### src/hdl/cfcb_pkg.sv
// Package of the command frame CRC builder: queue entry types, constants,
// CRC-16 update and CRC byte escape functions. No dependencies.
`default_nettype none
package cfcb_pkg;

  localparam logic [15:0] CRC_POLY  = 16'h1021;
  localparam logic [7:0]  CR_BYTE   = 8'h0d;
  localparam logic [7:0]  ESC_PAREN = 8'h28;
  localparam logic [7:0]  ESC_CR    = 8'h0d;
  localparam logic [7:0]  ESC_LF    = 8'h0a;

  localparam int QDEPTH = 4;
  localparam int QAW    = $clog2(QDEPTH);

  typedef struct packed {
    logic [7:0] data;
    logic       last;
    logic [7:0] crc_hi;
    logic [7:0] crc_lo;
  } qent_t;

  typedef struct packed {
    logic  vld;
    qent_t ent;
  } qpush_t;

  typedef struct packed {
    logic  vld;
    qent_t ent;
  } qhead_t;

  function automatic logic [15:0] crc_update(input logic [15:0] crc, input logic [7:0] b);
    logic [15:0] c;
    c = crc ^ {b, 8'h00};
    for (int i = 0; i < 8; i++) begin
      if (c[15]) begin
        c = {c[14:0], 1'b0} ^ CRC_POLY;
      end else begin
        c = {c[14:0], 1'b0};
      end
    end
    return c;
  endfunction

  function automatic logic [7:0] crc_escape(input logic [7:0] b);
    if (b == ESC_PAREN || b == ESC_CR || b == ESC_LF) begin
      return b + 8'd1;
    end
    return b;
  endfunction

endpackage
`default_nettype wire

### src/hdl/cfcb_front.sv
// Front end: accepts command bytes, runs the CRC-16 and pushes classified
// entries into the queue. Depends on cfcb_pkg.
`default_nettype none
module cfcb_front import cfcb_pkg::*; (
  input  wire logic       clk,
  input  wire logic       rst_n,
  input  wire logic       in_tvalid,
  output logic            in_tready,
  input  wire logic [7:0] in_tdata,   // [7:0] cmd_byte
  input  wire logic       in_tlast,   // frame_end
  input  wire logic       q_full,
  output qpush_t          push
);

  logic [15:0] crc_r, crc_nxt;
  logic [15:0] crc_new;
  logic        xfer;

  assign in_tready = !q_full;
  assign xfer      = in_tvalid && !q_full;
  assign crc_new   = crc_update(crc_r, in_tdata);

  always_comb begin
    crc_nxt = crc_r;
    if (xfer) begin
      crc_nxt = in_tlast ? 16'h0000 : crc_new;
    end
  end

  always_comb begin
    push.vld        = xfer;
    push.ent.data   = in_tdata;
    push.ent.last   = in_tlast;
    push.ent.crc_hi = crc_escape(crc_new[15:8]);
    push.ent.crc_lo = crc_escape(crc_new[7:0]);
  end

  always_ff @(posedge clk) begin
    if (!rst_n) begin
      crc_r <= 16'h0000;
    end else begin
      crc_r <= crc_nxt;
    end
  end

endmodule
`default_nettype wire

### src/hdl/cfcb_queue.sv
// Short queue between front and back end of the CRC builder.
// Depends on cfcb_pkg.
`default_nettype none
module cfcb_queue import cfcb_pkg::*; (
  input  wire logic   clk,
  input  wire logic   rst_n,
  input  wire qpush_t push,
  output logic        full,
  output qhead_t      head,
  input  wire logic   pop
);

  qent_t        mem [QDEPTH];
  logic [QAW-1:0] wptr_r, wptr_nxt, rptr_r, rptr_nxt;
  logic [QAW:0]   cnt_r, cnt_nxt;
  logic           do_pop;

  assign full     = (cnt_r == (QAW+1)'(QDEPTH));
  assign head.vld = (cnt_r != '0);
  assign head.ent = mem[rptr_r];
  assign do_pop   = pop && head.vld;

  always_comb begin
    wptr_nxt = push.vld ? wptr_r + 1'b1 : wptr_r;
    rptr_nxt = do_pop ? rptr_r + 1'b1 : rptr_r;
    cnt_nxt  = cnt_r + (QAW+1)'(push.vld) - (QAW+1)'(do_pop);
  end

  always_ff @(posedge clk) begin
    if (push.vld) begin
      mem[wptr_r] <= push.ent;
    end
  end

  always_ff @(posedge clk) begin
    if (!rst_n) begin
      wptr_r <= '0;
      rptr_r <= '0;
      cnt_r  <= '0;
    end else begin
      wptr_r <= wptr_nxt;
      rptr_r <= rptr_nxt;
      cnt_r  <= cnt_nxt;
    end
  end

endmodule
`default_nettype wire

### src/hdl/cfcb_back.sv
// Back end: pops queue entries and sends the byte, then for a final byte
// the escaped CRC bytes and a carriage return. Depends on cfcb_pkg.
`default_nettype none
module cfcb_back import cfcb_pkg::*; (
  input  wire logic   clk,
  input  wire logic   rst_n,
  input  wire qhead_t head,
  output logic        pop,
  output logic        out_tvalid,
  input  wire logic   out_tready,
  output logic [7:0]  out_tdata,   // [7:0] out_byte
  output logic        out_tlast    // out_last
);

  typedef enum logic [1:0] {
    PH_DATA,
    PH_HI,
    PH_LO,
    PH_CR
  } phase_t;

  phase_t     ph_r, ph_nxt;
  logic [7:0] lo_r, lo_nxt;
  logic [7:0] hi_r, hi_nxt;
  logic       vld_r, vld_nxt;
  logic [7:0] dat_r, dat_nxt;
  logic       lst_r, lst_nxt;
  logic       slot_free;

  assign slot_free  = !vld_r || out_tready;
  assign out_tvalid = vld_r;
  assign out_tdata  = dat_r;
  assign out_tlast  = lst_r;

  always_comb begin
    ph_nxt  = ph_r;
    hi_nxt  = hi_r;
    lo_nxt  = lo_r;
    vld_nxt = vld_r && !out_tready;
    dat_nxt = dat_r;
    lst_nxt = lst_r;
    pop     = 1'b0;
    if (slot_free) begin
      case (ph_r)
        PH_DATA: begin
          if (head.vld) begin
            pop     = 1'b1;
            vld_nxt = 1'b1;
            dat_nxt = head.ent.data;
            lst_nxt = 1'b0;
            hi_nxt  = head.ent.crc_hi;
            lo_nxt  = head.ent.crc_lo;
            ph_nxt  = head.ent.last ? PH_HI : PH_DATA;
          end
        end
        PH_HI: begin
          vld_nxt = 1'b1;
          dat_nxt = hi_r;
          lst_nxt = 1'b0;
          ph_nxt  = PH_LO;
        end
        PH_LO: begin
          vld_nxt = 1'b1;
          dat_nxt = lo_r;
          lst_nxt = 1'b0;
          ph_nxt  = PH_CR;
        end
        PH_CR: begin
          vld_nxt = 1'b1;
          dat_nxt = CR_BYTE;
          lst_nxt = 1'b1;
          ph_nxt  = PH_DATA;
        end
        default: begin
          ph_nxt = PH_DATA;
        end
      endcase
    end
  end

  always_ff @(posedge clk) begin
    if (!rst_n) begin
      ph_r  <= PH_DATA;
      vld_r <= 1'b0;
      lst_r <= 1'b0;
    end else begin
      ph_r  <= ph_nxt;
      vld_r <= vld_nxt;
      lst_r <= lst_nxt;
    end
    hi_r  <= hi_nxt;
    lo_r  <= lo_nxt;
    dat_r <= dat_nxt;
  end

endmodule
`default_nettype wire

### src/hdl/command_frame_crc16_builder.sv
// Top level of the command frame CRC-16 builder.
// Instantiates cfcb_front, cfcb_queue and cfcb_back; depends on cfcb_pkg.
//
// Usage:
//   in_*  : command bytes, in_tdata = cmd_byte, in_tlast marks the final
//           byte of a command.
//   out_* : the same bytes, each passed through unchanged; after a final
//           byte follow the CRC-16 high byte, low byte (0x28, 0x0D and 0x0A
//           bumped by one) and a carriage return with out_tlast high.
//   Path:   a byte is written into the queue, then loaded into the single
//           output register that drives out_*; a stall holds it there.
//   Throughput: one output byte per cycle while out_tready is high; a
//           final byte adds three bytes (CRC high, low, CR) before the next.
//   A four-entry queue separates input and output; in_tready drops only
//           when it is full, so input keeps flowing while output stalls.
//   Reset (rst_n low, synchronous): CRC cleared, queue emptied, output
//           invalid. A stalled output holds its byte until out_tready.
`default_nettype none
module command_frame_crc16_builder import cfcb_pkg::*; (
  input  wire logic       clk,
  input  wire logic       rst_n,
  input  wire logic       in_tvalid,
  output logic            in_tready,
  input  wire logic [7:0] in_tdata,   // [7:0] cmd_byte
  input  wire logic       in_tlast,   // frame_end
  output logic            out_tvalid,
  input  wire logic       out_tready,
  output logic [7:0]      out_tdata,  // [7:0] out_byte
  output logic            out_tlast   // out_last
);

  qpush_t push;
  qhead_t head;
  logic   q_full;
  logic   pop;

  cfcb_front u_front (
    .clk       (clk),
    .rst_n     (rst_n),
    .in_tvalid (in_tvalid),
    .in_tready (in_tready),
    .in_tdata  (in_tdata),
    .in_tlast  (in_tlast),
    .q_full    (q_full),
    .push      (push)
  );

  cfcb_queue u_queue (
    .clk   (clk),
    .rst_n (rst_n),
    .push  (push),
    .full  (q_full),
    .head  (head),
    .pop   (pop)
  );

  cfcb_back u_back (
    .clk        (clk),
    .rst_n      (rst_n),
    .head       (head),
    .pop        (pop),
    .out_tvalid (out_tvalid),
    .out_tready (out_tready),
    .out_tdata  (out_tdata),
    .out_tlast  (out_tlast)
  );

endmodule
`default_nettype wire

### config.mk
export PLATFORM = sky130hd
export DESIGN_NAME = command_frame_crc16_builder
export DESIGN_NICKNAME = d
export VERILOG_FILES = /design/src/hdl/cfcb_pkg.sv /design/src/hdl/cfcb_front.sv /design/src/hdl/cfcb_queue.sv /design/src/hdl/cfcb_back.sv /design/src/hdl/command_frame_crc16_builder.sv
export SDC_FILE = /design/constraint.sdc
export NUM_CORES = 1
export LEC_CHECK = 0
export BUFFER_PORTS_ARGS = -buffer_cell sky130_fd_sc_hd__buf_4
export CORE_ASPECT_RATIO = 0.9
export CORE_MARGIN = 5
export CORE_UTILIZATION = 42
export CTS_CLUSTER_DIAMETER = 100
export DETAILED_ROUTE_END_ITERATION = 6
export GPL_TIMING_DRIVEN = 0
export PLACE_DENSITY = 0.64
export RECOVER_POWER = 50
export REMOVE_ABC_BUFFERS = 1
export SLEW_MARGIN = 20
export SYNTH_ARGS = -nofsm -noshare
export SYNTH_HDL_FRONTEND = slang
export SYNTH_SLANG_ARGS = --single-unit
export TNS_END_PERCENT = 20
### constraint.sdc
create_clock -name clk -period 3.3 [get_ports clk]
set_clock_uncertainty 0.15 [all_clocks]
set_input_delay 0.165 -clock clk [delete_from_list [all_inputs] [get_ports clk]]
set_output_delay 0.165 -clock clk [all_outputs]
set_load 0.02 [all_outputs]
* Word-level counts from Yosys, hierarchy flattened
Memory sizes are Yosys's and may differ from the RTL's. A register that Yosys moved wholly into a read port is not among the register bits.
Cells that the tools add are included.
** Cells by class
- Equal/unequal tests :: 11
- Bitwise gates (word level) :: 9
- Reduce and logical (&&, ||, !) cells :: 17
- Multiplexer cells :: 32
- Add/sub/neg operators :: 6
** Operators with widths (number)
- $mux 13 :: 8
- $mux 8 :: 5
- $eq 8x4->1 const B :: 4
- $pmux 8 s4 :: 1
- $not 3->3 :: 8
- $add 8x1->8 const B :: 2
- $eq 8x6->1 const B :: 2
- $mux 16 :: 1
- $xor 16x16->16 :: 1
- $mux 1 :: 11
- $pmux 2 s4 :: 1
- $mux 2 :: 3
- $logic_or 1x1->1 :: 5
- $add 2x1->2 const B :: 2
- $eq 2x2->1 const B :: 2
- $add 3x1->3 :: 1
- $eq 3x3->1 const B :: 1
- $logic_and 1x1->1 :: 3
- $logic_not 1->1 :: 3
- $pmux 1 s3 :: 1
- $reduce_and 3->1 :: 1
- $reduce_bool 3->1 :: 1
- $reduce_or 3->1 :: 1
- $sub 3x1->3 :: 1
- other kinds (6) :: 6
** Storage, ports and cells
- Bits in registers :: 51
- Memories :: 1
- Bits of input ports :: 13
- RAM bits :: 100
- Output and inout port bits :: 11
- Logic and storage cells :: 86
** Memories
- u_queue.mem :: words 4, width 25, read ports 1, clocked after Yosys merged registers in 1, write ports 1, RTL line cfcb_queue.sv:13 : qent_t mem [QDEPTH];

* Depth between registers and ports, before layout
- Word-level depth :: 22
- Gate-level depth with buffers :: 10
- Mapped depth without buffers :: 10

* Modules after synthesis
Synthesis repeated with hierarchy kept, for this count alone.
** Unflattened totals
- Cell total of the unflattened synthesis :: 361
- Area total of the unflattened synthesis :: 6388.6 um2
** Modules (own cells, without submodules)
- cfcb_queue :: seq. area each 3183.1 um2, area each 4126.5 um2, cells an instance 176, times used 1
- cfcb_back :: seq. area each 800.8 um2, area each 1154.9 um2, cells an instance 79, times used 1
- cfcb_front :: seq. area each 320.3 um2, area each 1107.3 um2, cells an instance 106, times used 1

* Least setup slack after synthesis
OpenSTA, ideal clock, no wires.
- Kind :: reg2reg
- Start :: reg u_front.crc_r[12]
- End :: mem u_queue.mem[0][9] in the netlist's numbering, data pin
- Clock period less this slack :: 2.587 ns
- Data arrival time :: 2.182 ns
- Cell stages (with the launch flop) :: 5
- Path buffers :: 0
- Required time :: 2.894 ns
- Setup slack :: 0.713 ns
- Setup time :: 0.256 ns
- Path through :: dfxtp_1 xor2_2 xnor3_2 or4b_4 o41ai_1
** RTL lines
- from (decl) :: RTL line cfcb_front.sv:15 : logic [15:0] crc_r, crc_nxt;
- from (signal assigned) :: RTL line cfcb_front.sv:42 : crc_r <= crc_nxt;
- to (decl) :: RTL line cfcb_queue.sv:13

==> flow_summary_export.csv <==
group,metric,value,unit
worst_setup_path,critPathCapture,"u_queue.mem[0][9]",
sta,max_clock_freq,320,MHz
logic_synthesis,synth_edf_count,124,
sta,period_share,94.6,%
logic_synthesis,yosysMostFrequentCell,"edfxtp_1",
die,die_y,126,um
worst_setup_path,cp-start-kind,"input port",
die,die_area,17400,um2
cells_and_area,area_growth,16.7,%
die,initial_core_util,42.5,%
power,p_leak,2.50,nW
clocking,cts_root_buf,"clkbuf_16",
sta,slew_viol_final,0,
global_route,grt_pass1_vias,3290,
worst_setup_path,startpoint,"in_tdata[4]",
worst_setup_path,slowest_stage,"o41ai_1",
outcome,outcome,"completed",
die,die_x,138,um
power,ir_worst_vdd,392,uV
clocking,clk_pin_slew_worst_paths,60,ps
drt,drt_iter0_markers,245,
logic_synthesis,synth_commonest_cells,"edfxtp_1 (124), nor2_1 (37), dfxtp_1 (29), mux4_2 (25), a22oi_1 (17)",
global_route,grt.total_usage,14.1,%
cells_and_area,nFillCells,1241,
worst_setup_path,critPathKind,"in2reg",
hold_path,worstHoldPathType,"reg2reg",
die,rows,42,
cells_and_area,utilization,49.6,%
place,gp_congestion,0.751,
flow_run,maxCapViolCount,0,
logic_synthesis,avgSynthCellArea,17.1,um2
worst_setup_path,reg2reg_depth,4,
sta,rsz0062_at_grt,"false",
logic_synthesis,synth_top_area_share,59.7,%
drt,wl_per_cell,19.0,um
logic_synthesis,async_reset_ff_share,0,%
global_route,grt_max_degree,27,
die,core_region_area,14700,um2
hold_path,min_delay_path_depth,2,
cells_and_area,nNetsFinal,429,
logic_synthesis,ys_warn_count,0,
clocking,htreeDepth,4,
worst_setup_path,worstPathRequired,3280,ps
cells_and_area,stdcell_count,615,
sta,setup-violations-final,0,
cells_and_area,drive_gt1_share,16.5,%
place,place_ws,211,ps
clocking,cts_tree,"done",
logic_synthesis,synth_seq_cells,153,
global_route,grt_pass1_wl,18400,um
place,port_buffers,23,
logic_synthesis,synthTopCellsByArea,"edfxtp_1 (60%), dfxtp_1 (9.3%), mux4_2 (9.0%)",
cells_and_area,n_antenna_cell,0,
clocking,cts_resized,0,
power,power.density,891,nW/um2
worst_setup_path,r2r_slack,210,ps
clocking,cts_buffers,17,
logic_synthesis,syn_inst,364,
worst_setup_path,cp_slowest_stage_delay,660,ps
drt,finalWirelength,11700,um
logic_synthesis,synth_top_area_cell,"edfxtp_1",
drt,drc,0,
drt,num_vias,3225,
worst_setup_path,end_kind,"flip-flop",
global_route,grt-ovfl-total,0,
drt,antenna_left,0,
die,io-pin-count,24,
sta,fin_tns_setup,0,ps
clocking,hold_buffers,11,
clocking,cts_buffer_depth,2,
sta,fin_ws,178,ps
clocking,clock_latency,420,ps
drt,first_pass_iters,4,
place,dp_cells,572,
logic_synthesis,synthFlopType,"edfxtp_1",
logic_synthesis,syn_area,6230,um2
logic_synthesis,yosysUniqueCellTypes,44,
clocking,cts_setup_buffers,0,
power,total_power,6.48,mW
clocking,clock-sinks,153,
sta,tightest_slew,1460,ps
worst_setup_path,worstPathArrival,3100,ps
worst_setup_path,r2r-end,"u_queue.mem[0][9]",
worst_setup_path,critPathMaxFanout,8,
sta,hold_viol,0,
worst_setup_path,timing.rr.start,"u_front.crc_r[12]",
sta,slew_headroom,2.99,%
sta,fin_crit,3120,ps
logic_synthesis,ys_seq_area_share,69.0,%
global_route,antenna_found_initial,0,
drt,via_per_inst,5.24,
place,detailed_place_hpwl,7140,um
worst_setup_path,crit_chain,"dlygate4sd3_1, buf_4, xor2_2, xnor3_1, or4b_4, o41ai_1",
-- routing by layer --
layer	GRT usage [%]	wire [um]	share of wire (%)	vias up
met3	4.12	692	5.9	11
met4	6.10	94	0.80	0
met5	0	0	0	-
met2	21.8	5640	48	66
met1	18.8	5290	45	1654
li1	-	-	-	1494
-- final cells by class --
type | instances | area [um2] | area share, %
clock buffers | 20 | 447 | 6.14
clock inverters | 12 | 154 | 2.12
inverters | 13 | 48.8 | 0.671
multi-input cells | 183 | 1830 | 25.2
flip-flops and latches | 153 | 4310 | 59.2
well taps | 198 | 248 | 3.40
repair buffers | 36 | 243 | 3.34
-- metrics by stage --
step	area, um2	hold slack [ps]
5_1_grt	7280	362
3_3_place_gp	6600	237
6_report	7280	329
3_5_place_dp	6640	243
4_1_cts	7350	328
2_1_floorplan	6180	114
-- cell usage in the layout (no fill, tap or decap), types with 8 or more instances in the layout --
master	instances
dlygate4sd3_1	11
inv_1	10
dfxtp_1	28
mux4_2	25
nand2_1	11
nor2_1	36
xnor2_1	12
edfxtp_1	124
a22oi_1	17
clkbuf_16	17
ha_1	11
a21oi_1	8
clkbuf_1	20
-- worst min-delay path by stage --
stage / to / slack [ps] / from
4_1_cts: u_front.crc_r[4] / 330 / u_front.crc_r[4]
2_1_floorplan: u_queue.mem[0][16] / 110 / in_tlast
6_report: u_front.crc_r[4] / 330 / u_front.crc_r[4]
3_5_place_dp: u_queue.cnt_r[1] / 240 / rst_n
5_1_grt: u_front.crc_r[4] / 360 / u_front.crc_r[4]
3_3_place_gp: u_queue.mem[2][20] / 240 / in_tdata[3]
-- worst max-delay path, delay by kind of cell --
kind | cells | cell delay (ps)
xor gates and xnor gates | 2 | 990
buffers and inverters | 2 | 690
AOI/OAI and AO/OA | 1 | 660
and+or+nand+nor | 1 | 580
-- cell families after synthesis --
family	after synthesis	synth area share, %
flops	153	69.0
simple gates	65	4.86
compound gates	48	5.68
xor+xnor	30	6.68
buf+inv	28	1.69
mux	28	9.51
fa+ha+maj	12	2.53
-- report_power, final --
part           switching (mW)  internal (mW)
logic                   0.971          0.666
registers               0.181           2.68
clock network           0.717           1.27
total                    1.87           4.61
-- registers in the layout, summed over array words and instances (netlist names), named ones only --
signal and count:
u_back.ph_r 2, u_back.out_tlast 1, u_back.out_tdata 8, u_front.crc_r 16, u_back.out_tvalid 1, u_back.hi_r 8
u_queue.rptr_r 2, u_queue.mem 100, u_queue.wptr_r 2, u_back.lo_r 8, u_queue.cnt_r 3
Note: power is estimated with default switching activity, not from simulation.
